File: config.mk
export PLATFORM = sky130hd
export DESIGN_NAME = disk_head_scheduler_flat
export DESIGN_NICKNAME = d
export VERILOG_FILES = /design/src/dhs_pkg.sv /design/src/dhs_req_if.sv /design/src/dhs_res_if.sv /design/src/dhs_req_mem.sv /design/src/dhs_cfg.sv /design/src/disk_head_scheduler.sv /design/src/flat_wrapper.sv
export SDC_FILE = /design/constraint.sdc
export NUM_CORES = 1
export LEC_CHECK = 0
export ABC_AREA = 1
export BUFFER_PORTS_ARGS = -buffer_cell sky130_fd_sc_hd__buf_2
export CAP_MARGIN = 20
export CORE_ASPECT_RATIO = 1.5
export CORE_MARGIN = 2
export CORE_UTILIZATION = 35
export CTS_CLUSTER_DIAMETER = 150
export CTS_CLUSTER_SIZE = 30
export DETAILED_ROUTE_END_ITERATION = 12
export SYNTH_ARGS = -nofsm -noshare
export SYNTH_HDL_FRONTEND = slang
export SYNTH_SLANG_ARGS = --single-unit
export TNS_END_PERCENT = 10
File: constraint.sdc
create_clock -name clk -period 11 [get_ports clk]
set_input_delay 1.65 -clock clk [delete_from_list [all_inputs] [get_ports clk]]
set_output_delay 1.65 -clock clk [all_outputs]
set_load 0.02 [all_outputs]
File: src/dhs_pkg.sv
// Disk head scheduler package: codes, states and shared types.
// No dependencies; used by dhs_cfg and disk_head_scheduler.
package dhs_pkg;

  localparam int unsigned FIELD_TRACK_W = 16;
  localparam int unsigned TOTAL_W       = 24;
  localparam int unsigned CFG_ADDR_W    = 3;

  localparam logic [TOTAL_W-1:0] TOTAL_MAX = {TOTAL_W{1'b1}};

  typedef enum logic [1:0] {
    FUNC_ADD   = 2'd0,
    FUNC_RUN   = 2'd1,
    FUNC_CLEAR = 2'd2,
    FUNC_NOP   = 2'd3
  } func_t;

  typedef enum logic [1:0] {
    ALG_FCFS  = 2'd0,
    ALG_SSTF  = 2'd1,
    ALG_SCAN  = 2'd2,
    ALG_CLOOK = 2'd3
  } alg_t;

  typedef enum logic [1:0] {
    PH_UP,
    PH_DOWN,
    PH_ALL
  } phase_t;

  typedef enum logic [2:0] {
    S_IDLE,
    S_EMPTY,
    S_FETCH,
    S_FDATA,
    S_SCAN,
    S_PICK,
    S_SERVE
  } state_t;

  localparam logic [CFG_ADDR_W-1:0] ADDR_START_HEAD = 3'h0;
  localparam logic [CFG_ADDR_W-1:0] ADDR_MAX_TRACK  = 3'h4;

  localparam logic [FIELD_TRACK_W-1:0] MAX_TRACK_RESET = 16'd199;

  typedef struct packed {
    logic [FIELD_TRACK_W-1:0] start_head;
    logic [FIELD_TRACK_W-1:0] max_track;
  } cfg_regs_t;

endpackage

File: src/dhs_req_if.sv
// Input request channel: valid/ready handshake with func, track and algorithm.
// Depends on nothing.
interface dhs_req_if;
  logic        valid;
  logic        ready;
  logic [1:0]  func;
  logic [15:0] track;
  logic [1:0]  algorithm;

  modport source (output valid, func, track, algorithm, input ready);
  modport sink   (input valid, func, track, algorithm, output ready);
endinterface

File: src/dhs_res_if.sv
// Result channel: valid/ready handshake with served track and run totals.
// Depends on nothing.
interface dhs_res_if;
  logic        valid;
  logic        ready;
  logic [15:0] served_track;
  logic [23:0] total_movement;
  logic        is_last;
  logic        list_empty;
  logic        dropped_flag;

  modport source (output valid, served_track, total_movement, is_last, list_empty,
                  dropped_flag, input ready);
  modport sink   (input valid, served_track, total_movement, is_last, list_empty,
                  dropped_flag, output ready);
endinterface

File: src/dhs_req_mem.sv
// Request store: single write port, single read port, registered read data.
// Depends on nothing.
module dhs_req_mem #(
  parameter int unsigned DEPTH = 32,
  parameter int unsigned WIDTH = 16,
  parameter int unsigned AW    = 5
) (
  input  logic             clk,
  input  logic             we,
  input  logic [AW-1:0]    waddr,
  input  logic [WIDTH-1:0] wdata,
  input  logic [AW-1:0]    raddr,
  output logic [WIDTH-1:0] rdata
);

  logic [WIDTH-1:0] mem [DEPTH];

  always_ff @(posedge clk) begin
    if (we) begin
      mem[waddr] <= wdata;
    end
  end

  always_ff @(posedge clk) begin
    rdata <= mem[raddr];
  end

endmodule

File: src/dhs_cfg.sv
// APB configuration registers: start_head and max_track.
// Depends on dhs_pkg.
module dhs_cfg (
  input  logic                               clk,
  input  logic                               rst,
  input  logic                               psel,
  input  logic                               penable,
  input  logic                               pwrite,
  input  logic [dhs_pkg::CFG_ADDR_W-1:0]     paddr,
  input  logic [31:0]                        pwdata,
  output logic [31:0]                        prdata,
  output logic                               pready,
  output dhs_pkg::cfg_regs_t                 regs
);

  logic wr;

  assign pready = 1'b1;
  assign wr     = psel && penable && pwrite;

  always_ff @(posedge clk) begin
    if (rst) begin
      regs.start_head <= '0;
      regs.max_track  <= dhs_pkg::MAX_TRACK_RESET;
    end else if (wr) begin
      unique case (paddr)
        dhs_pkg::ADDR_START_HEAD: regs.start_head <= pwdata[15:0];
        dhs_pkg::ADDR_MAX_TRACK:  regs.max_track  <= pwdata[15:0];
        default: ;
      endcase
    end
  end

  always_comb begin
    unique case (paddr)
      dhs_pkg::ADDR_START_HEAD: prdata = {16'd0, regs.start_head};
      dhs_pkg::ADDR_MAX_TRACK:  prdata = {16'd0, regs.max_track};
      default:                  prdata = '0;
    endcase
  end

endmodule

File: src/disk_head_scheduler.sv
// Disk head scheduler top level: sequencer, selection scan and result register.
// Depends on dhs_pkg, dhs_req_if, dhs_res_if, dhs_req_mem and dhs_cfg.
// A run serves one request per pass: FCFS reads one store entry per result;
// SSTF, SCAN and C-LOOK scan all N stored entries through the single read
// port of the store for each result, plus one extra pass where SCAN or
// C-LOOK turns. New requests are taken only between runs.
module disk_head_scheduler #(
  parameter int unsigned MAX_REQUESTS = 32,
  parameter int unsigned TRACK_BITS   = 16
) (
  input  logic                           clk,
  input  logic                           rst,
  dhs_req_if.sink                        req,
  dhs_res_if.source                      res,
  input  logic                           psel,
  input  logic                           penable,
  input  logic                           pwrite,
  input  logic [dhs_pkg::CFG_ADDR_W-1:0] paddr,
  input  logic [31:0]                    pwdata,
  output logic [31:0]                    prdata,
  output logic                           pready
);

  localparam int unsigned AW = (MAX_REQUESTS > 1) ? $clog2(MAX_REQUESTS) : 1;
  localparam int unsigned CW = $clog2(MAX_REQUESTS + 1);
  localparam int unsigned SW = dhs_pkg::TOTAL_W + 1;

  dhs_pkg::cfg_regs_t regs;
  dhs_pkg::state_t    state, state_next;
  dhs_pkg::phase_t    phase;
  dhs_pkg::alg_t      alg;

  logic [CW-1:0]           count;
  logic                    overflow;
  logic [CW-1:0]           served;
  logic [CW-1:0]           issue;
  logic                    cmp_vld;
  logic [AW-1:0]           cmp_idx;
  logic                    found;
  logic [TRACK_BITS-1:0]   best_val;
  logic [TRACK_BITS-1:0]   best_d;
  logic [AW-1:0]           best_idx;
  logic [TRACK_BITS-1:0]   cur;
  logic [dhs_pkg::TOTAL_W-1:0] total;
  logic [MAX_REQUESTS-1:0] visited;

  logic [TRACK_BITS-1:0] start_t, max_t, in_track, rdata;
  logic [AW-1:0]         raddr;
  logic                  we;
  logic                  accept, slot_free, last, res_load;
  logic [TRACK_BITS-1:0] d_cmp, d_srv, d_mov, move_tgt;
  logic                  cand, better;
  logic [SW-1:0]         sum_srv, sum_mov;
  logic [dhs_pkg::TOTAL_W-1:0] total_srv, total_mov;

  dhs_cfg u_cfg (
    .clk, .rst, .psel, .penable, .pwrite, .paddr, .pwdata, .prdata, .pready, .regs
  );

  assign start_t  = TRACK_BITS'(regs.start_head);
  assign max_t    = TRACK_BITS'(regs.max_track);
  assign in_track = TRACK_BITS'(req.track);

  assign req.ready = (state == dhs_pkg::S_IDLE);
  assign accept    = req.valid && req.ready;
  assign slot_free = !res.valid || res.ready;
  assign res_load  = slot_free && ((state == dhs_pkg::S_EMPTY) || (state == dhs_pkg::S_SERVE));
  assign we        = accept && (req.func == dhs_pkg::FUNC_ADD) && (count < CW'(MAX_REQUESTS));
  assign raddr     = (state == dhs_pkg::S_FETCH) ? served[AW-1:0] : issue[AW-1:0];
  assign last      = (served + CW'(1)) == count;

  dhs_req_mem #(.DEPTH(MAX_REQUESTS), .WIDTH(TRACK_BITS), .AW(AW)) u_mem (
    .clk, .we, .waddr(count[AW-1:0]), .wdata(in_track), .raddr, .rdata
  );

  assign d_cmp = (cur > rdata) ? cur - rdata : rdata - cur;
  assign d_srv = (cur > best_val) ? cur - best_val : best_val - cur;
  assign move_tgt = max_t;
  assign d_mov = (cur > move_tgt) ? cur - move_tgt : move_tgt - cur;

  assign sum_srv   = {1'b0, total} + SW'(d_srv);
  assign sum_mov   = {1'b0, total} + SW'(d_mov);
  assign total_srv = (sum_srv > SW'(dhs_pkg::TOTAL_MAX)) ? dhs_pkg::TOTAL_MAX
                                                          : sum_srv[dhs_pkg::TOTAL_W-1:0];
  assign total_mov = (sum_mov > SW'(dhs_pkg::TOTAL_MAX)) ? dhs_pkg::TOTAL_MAX
                                                          : sum_mov[dhs_pkg::TOTAL_W-1:0];

  always_comb begin
    cand = !visited[cmp_idx] && ((alg == dhs_pkg::ALG_SSTF) ||
                                 (phase != dhs_pkg::PH_UP) || (rdata >= start_t));
    case (alg)
      dhs_pkg::ALG_SSTF: better = d_cmp < best_d;
      default: better = (phase == dhs_pkg::PH_DOWN) ? (rdata > best_val) : (rdata < best_val);
    endcase
  end

  always_ff @(posedge clk) begin
    if (rst) begin
      state <= dhs_pkg::S_IDLE;
    end else begin
      state <= state_next;
    end
  end

  always_comb begin
    state_next = state;
    unique case (state)
      dhs_pkg::S_IDLE: begin
        if (accept && req.func == dhs_pkg::FUNC_RUN) begin
          if (count == '0) begin
            state_next = dhs_pkg::S_EMPTY;
          end else if (req.algorithm == dhs_pkg::ALG_FCFS) begin
            state_next = dhs_pkg::S_FETCH;
          end else begin
            state_next = dhs_pkg::S_SCAN;
          end
        end
      end
      dhs_pkg::S_EMPTY: if (slot_free) state_next = dhs_pkg::S_IDLE;
      dhs_pkg::S_FETCH: state_next = dhs_pkg::S_FDATA;
      dhs_pkg::S_FDATA: state_next = dhs_pkg::S_SERVE;
      dhs_pkg::S_SCAN:  if (issue == count && !cmp_vld) state_next = dhs_pkg::S_PICK;
      dhs_pkg::S_PICK:  state_next = found ? dhs_pkg::S_SERVE : dhs_pkg::S_SCAN;
      dhs_pkg::S_SERVE: begin
        if (slot_free) begin
          if (last) begin
            state_next = dhs_pkg::S_IDLE;
          end else if (alg == dhs_pkg::ALG_FCFS) begin
            state_next = dhs_pkg::S_FETCH;
          end else begin
            state_next = dhs_pkg::S_SCAN;
          end
        end
      end
      default: state_next = dhs_pkg::S_IDLE;
    endcase
  end

  always_ff @(posedge clk) begin
    if (rst) begin
      count    <= '0;
      overflow <= 1'b0;
      cmp_vld  <= 1'b0;
      res.valid <= 1'b0;
    end else begin
      if (res_load) begin
        res.valid <= 1'b1;
      end else if (res.ready) begin
        res.valid <= 1'b0;
      end
      cmp_vld <= (state == dhs_pkg::S_SCAN) && (issue != count);
      unique case (state)
        dhs_pkg::S_IDLE: begin
          if (accept) begin
            case (req.func)
              dhs_pkg::FUNC_ADD: begin
                if (we) count <= count + CW'(1);
                else    overflow <= 1'b1;
              end
              dhs_pkg::FUNC_CLEAR: begin
                count    <= '0;
                overflow <= 1'b0;
              end
              dhs_pkg::FUNC_RUN: begin
                alg     <= dhs_pkg::alg_t'(req.algorithm);
                phase   <= dhs_pkg::PH_UP;
                cur     <= start_t;
                total   <= '0;
                visited <= '0;
                served  <= '0;
                issue   <= '0;
                found   <= 1'b0;
              end
              default: ;
            endcase
          end
        end
        dhs_pkg::S_EMPTY: begin
          if (slot_free) begin
            res.served_track   <= '0;
            res.total_movement <= '0;
            res.is_last        <= 1'b1;
            res.list_empty     <= 1'b1;
            res.dropped_flag   <= overflow;
          end
        end
        dhs_pkg::S_FETCH: ;
        dhs_pkg::S_FDATA: begin
          best_val <= rdata;
          best_idx <= served[AW-1:0];
        end
        dhs_pkg::S_SCAN: begin
          if (issue != count) begin
            cmp_idx <= issue[AW-1:0];
            issue   <= issue + CW'(1);
          end
          if (cmp_vld && cand && (!found || better)) begin
            found    <= 1'b1;
            best_val <= rdata;
            best_d   <= d_cmp;
            best_idx <= cmp_idx;
          end
        end
        dhs_pkg::S_PICK: begin
          if (!found) begin
            issue <= '0;
            if (alg == dhs_pkg::ALG_SCAN) begin
              phase <= dhs_pkg::PH_DOWN;
              total <= total_mov;
              cur   <= move_tgt;
            end else begin
              phase <= dhs_pkg::PH_ALL;
            end
          end
        end
        dhs_pkg::S_SERVE: begin
          if (slot_free) begin
            total              <= total_srv;
            cur                <= best_val;
            visited[best_idx]  <= 1'b1;
            served             <= served + CW'(1);
            issue              <= '0;
            found              <= 1'b0;
            res.served_track   <= 16'(best_val);
            res.total_movement <= total_srv;
            res.is_last        <= last;
            res.list_empty     <= 1'b0;
            res.dropped_flag   <= overflow;
          end
        end
        default: ;
      endcase
    end
  end

  a_count_bound: assert property (@(posedge clk) disable iff (rst)
    count <= CW'(MAX_REQUESTS))
    else $error("request count above capacity");

  a_last_ends_run: assert property (@(posedge clk) disable iff (rst)
    (state == dhs_pkg::S_SERVE && slot_free && last) |=> state == dhs_pkg::S_IDLE)
    else $error("run did not end after last result");

  a_no_revisit: assert property (@(posedge clk) disable iff (rst)
    (state == dhs_pkg::S_SERVE && alg != dhs_pkg::ALG_FCFS) |-> !visited[best_idx])
    else $error("request served twice");

  a_ready_idle: assert property (@(posedge clk) disable iff (rst)
    req.ready |-> state == dhs_pkg::S_IDLE)
    else $error("request taken during a run");

endmodule
File: src/flat_wrapper.sv
// flat-port wrapper written by rule: the top's interface ports become plain ports
module disk_head_scheduler_flat 
#(
  parameter int unsigned MAX_REQUESTS = 32,
  parameter int unsigned TRACK_BITS   = 16
)
  (clk, rst, psel, penable, pwrite, paddr, pwdata, prdata, pready, req_valid, req_func, req_track, req_algorithm, req_ready, res_valid, res_served_track, res_total_movement, res_is_last, res_list_empty, res_dropped_flag, res_ready);
  dhs_req_if req_i ();
  dhs_res_if res_i ();
  input  logic clk;
  input  logic rst;
  input  logic psel;
  input  logic penable;
  input  logic pwrite;
  input  logic [dhs_pkg::CFG_ADDR_W-1:0] paddr;
  input  logic [31:0] pwdata;
  output logic [31:0] prdata;
  output logic pready;
  input wire logic [$bits(req_i.valid)-1:0] req_valid;
  input wire logic [$bits(req_i.func)-1:0] req_func;
  input wire logic [$bits(req_i.track)-1:0] req_track;
  input wire logic [$bits(req_i.algorithm)-1:0] req_algorithm;
  output wire logic [$bits(req_i.ready)-1:0] req_ready;
  output wire logic [$bits(res_i.valid)-1:0] res_valid;
  output wire logic [$bits(res_i.served_track)-1:0] res_served_track;
  output wire logic [$bits(res_i.total_movement)-1:0] res_total_movement;
  output wire logic [$bits(res_i.is_last)-1:0] res_is_last;
  output wire logic [$bits(res_i.list_empty)-1:0] res_list_empty;
  output wire logic [$bits(res_i.dropped_flag)-1:0] res_dropped_flag;
  input wire logic [$bits(res_i.ready)-1:0] res_ready;
  assign req_i.valid = req_valid;
  assign req_i.func = req_func;
  assign req_i.track = req_track;
  assign req_i.algorithm = req_algorithm;
  assign req_ready = req_i.ready;
  assign res_valid = res_i.valid;
  assign res_served_track = res_i.served_track;
  assign res_total_movement = res_i.total_movement;
  assign res_is_last = res_i.is_last;
  assign res_list_empty = res_i.list_empty;
  assign res_dropped_flag = res_i.dropped_flag;
  assign res_i.ready = res_ready;
  disk_head_scheduler #(.MAX_REQUESTS(MAX_REQUESTS), .TRACK_BITS(TRACK_BITS)) u_core (.clk(clk), .rst(rst), .req(req_i), .res(res_i), .psel(psel), .penable(penable), .pwrite(pwrite), .paddr(paddr), .pwdata(pwdata), .prdata(prdata), .pready(pready));
endmodule
==> results.md <==
- Hold-critical path depth: 0
- Total routing resource utilization after global routing: roughly a fifth
- Cell Area, Synth: 0.0393 mm^2
- Placer's final routability congestion estimate: 0.960
- Dominant register cell in the synthesized netlist: sky130_fd_sc_hd__edfxtp_1
- Remaining antenna violation count: 0
- Num ports: 140
- Final Routed Wirelength: 115 mm
- Relative contribution of the clock network to total power: 27.0%
- Launch instance of the worst min-delay path: u_core.u_mem.rdata[0]
- Deepest clock path buffer count: 3
- CTS tree: done
- Capturing element type of the critical path: flip-flop
- Final worst path period share: 52.5%
- Synth-to-layout area growth: 7.26%
- Synth warnings: 0
- # setup viols final: 0
- Fin Setup TNS: 0 ps
- Critical R2R Launch: u_core.cur[1]
- Total die area: 0.115 mm^2
- Reg2Reg Depth: 22
- Initial antenna violation count: 11
- Total via count after detailed routing: between 20k and 30k
- Run status: finished, final reports clean
- Root buf cell: sky130_fd_sc_hd__clkbuf_16
- Peak fanout along the critical path: 13
- Global-route wire length before repair: ~170 mm
- Number of synthesized register bits: around 750
- Worst rel slew slack: 24.7%
- Power per cell area: between 100 and 150 mW/mm^2
- Number of cells upsized or downsized after cts: 0
- Maximum number of pins on one net before global-route repair: 197
- Maximum clock rate: 0.173 GHz
- Number of pins exceeding their max-slew limit in the final report: 0
- Number of filler instances in the final layout: 11.2k
- Net Sw Frac: 25.2%
- FP Rows: 150
- Detailed Place HPWL: 82.1 mm
- Most common cell after layout, fill and taps aside: sky130_fd_sc_hd__nand2_1
- Final hold violation count: 0
- Via count of the first global-routing pass: 28.0k
- Post-CTS repair timing setup buffer count: 0
- Initial DRC count: between 2k and 2.5k
- Clock sink count: 746
- Number of unique standard cell types used by synthesis: 44
- IO buf count: 106
- Slew @ Worst Pin: 1130 ps
- Worst Path Class, Setup: reg2reg
- Classification of the worst-slack hold path: reg2reg
- Leakage power summed over all cells: 17.2 nW
- Peak supply drop: 0.000148 V
- Drc violations: 0
- Initial standard-cell utilization of the core: a little over a third
- Global route total overflow: 0
- Worst endpoint data arrival time: 6170 ps
- Hold Path Sink: u_core.best_val[0]
- Die outline width: 277 um
- Via count normalized by instance count: 5.17
- Avg WL per Cell: 20.4 um
- Worst R2R End: u_core.total[1]
- Layout Utilization: a little under two fifths
- Total number of nets in the final design: roughly 4.4k
- Most frequent cells in the layout: sky130_fd_sc_hd__nand2_1, sky130_fd_sc_hd__edfxtp_1, sky130_fd_sc_hd__inv_1
- Fraction of final layout cells with drive strength greater than 1: between 5 and 6%
- Htree depth: 1
- Clock transition at the registers of the reported paths: between 100 and 150 ps
- Proportion of power drawn by combinational gates: 11.3%
- CP Data Required Time: about 11000 ps
- Cts bufs inserted: 28
- First-pass iteration count of the detailed router: 7
- Core outline area: 0.111 mm^2
- Clock Latency Late Sink: 660 ps
- Mean post-synth cell area: approximately 9.4 um^2
- Internal Dissipation: 3.81 mW
- Count of hold buffers inserted by post-cts repair: 0
- Switching power: 1.28 mW
- Gate count of the mapped netlist: 4156
- Worst Clk Skew: 38.0 ps
- Slack of the worst reg-to-reg path: ~5200 ps
- Post-layout min period: between 5000 and 6000 ps
- Number of flops mapped to enable cells by yosys: around 690
- Critical path launch point type: flip-flop
- Sequential share of power: 61.7%
- Y dimension of the die: about 410 um
- RSZ-0062 raised after global routing: false
- MaxCap Viol Count: 0
- Share of synthesized area occupied by flip-flops and latches: between 50 and 60%
- Async S/R FF share, synth: 0%
cell usage after synthesis, drive strengths merged, types with 20 or more instances:
master  number  share of area, %
nor2       301               2.9
nand4       20              0.32
nor3        52              0.68
nand2      964               9.2
edfxtp     686                52
o21ai      291               3.8
o21bai      20              0.38
buf        107               1.6
dfxtp       60               3.1
a21o        58               1.1
a21oi      215               2.7
clkbuf      69              0.66
o211ai     134               2.6
xor2        87               1.9
nand3      310               4.0
ha         181               5.8
inv        510               4.9
area by class of cell:
cell class | count | area (um^2) | share of cell area, %
sequential | 746 | 21800 | 51.8
antenna | 1 | 2.50 | 0.00594
multi-input combinational | 2738 | 14800 | 35.1
timing repair buffer | 159 | 953 | 2.26
clock buffer | 52 | 833 | 1.98
inverter | 511 | 1920 | 4.56
tap | 1444 | 1810 | 4.29
through the flow:
step	instance area, um^2	worst slack [ps]	hold WS (ps)	power [mW]	instances
after global placement	41300	5230	469	3.77	5598
after global routing	42100	4930	502	5.27	5650
after CTS	42100	5160	489	5.12	5650
final	42100	5220	473	5.09	5651
after floorplan	39300	5480	409	3.58	4171
after detailed placement	41300	5140	483	3.77	5598
logic make-up after synthesis:
logic type / after synthesis / synth area share [%]
compound gates: 767 / 11.5
xor+xnor: 103 / 2.30
fa+ha+maj: 189 / 6.18
buf+inv: 687 / 7.13
flops: 746 / 55.5
other cells: 2 / 0.0191
simple gates: 1662 / 17.3
critical path, stage by stage (launching register included):
cell and delay, ps:
sky130_fd_sc_hd__edfxtp_1 750, sky130_fd_sc_hd__inv_1 400, sky130_fd_sc_hd__ha_1 400, sky130_fd_sc_hd__nand2_1 70
sky130_fd_sc_hd__o21ai_0 360, sky130_fd_sc_hd__a21oi_1 230, sky130_fd_sc_hd__o21ai_0 460, sky130_fd_sc_hd__nand2_1 140
sky130_fd_sc_hd__nand2_1 90, sky130_fd_sc_hd__nand2_1 40, sky130_fd_sc_hd__nand2_1 60, sky130_fd_sc_hd__nand2_1 40
sky130_fd_sc_hd__nand2_1 80, sky130_fd_sc_hd__inv_1 80, sky130_fd_sc_hd__ha_1 340, sky130_fd_sc_hd__a21oi_1 340
sky130_fd_sc_hd__o21ai_0 140, sky130_fd_sc_hd__a21oi_1 200, sky130_fd_sc_hd__nand2_1 200, sky130_fd_sc_hd__nand3_1 220
sky130_fd_sc_hd__inv_1 260, sky130_fd_sc_hd__o21ai_0 450, sky130_fd_sc_hd__o21ai_0 150
power by group through the flow:
stage               logic [mW]  clock network [mW]  registers (mW)
finish                   0.575                1.38            3.14
global route             0.642                1.49            3.14
CTS                      0.574                1.41            3.14
detailed placement       0.571                   0            3.20
global placement         0.566                   0            3.20
floorplan                0.392                   0            3.19
routing by layer:
layer | up-vias | GRT usage, % | wire, um
met5 | - | 0 | 24
met4 | 4 | 8.91 | 5870
met3 | 236 | 1.58 | 4900
met2 | 875 | 35.8 | 59500
met1 | 14000 | 22.6 | 44900
li1 | 14100 | - | -
worst max-delay path by stage:
stage / startpoint / endpoint / slack (ps)
after floorplan: res_ready / u_core.cur[0] / 5480
after global placement: u_core.cur[1] / u_core.total[1] / 5230
after detailed placement: u_core.cur[1] / u_core.total[1] / 5140
after CTS: u_core.cur[1] / u_core.total[1] / 5160
after global routing: u_core.cur[1] / u_core.total[1] / 4930
final: u_core.cur[1] / u_core.total[1] / 5220
registers in the layout (all words and copies together) (netlist names), 2 cells and up:
signal                     cells
u_core.res.served_track       16
u_core.phase                   2
u_core.alg                     2
u_core.count                   6
u_core.best_val               16
u_core.cur                    16
u_core.best_idx                5
u_core.visited                32
u_core.issue                   6
u_core.state                   3
u_core.res.total_movement     24
u_core.served                  6
u_core.u_mem.mem             512
u_core.u_mem.rdata            16
u_core.u_cfg.regs             32
u_core.total                  24
u_core.cmp_idx                 5
u_core.best_d                 16
No activity file was read; power rests on OpenSTA's default activity.
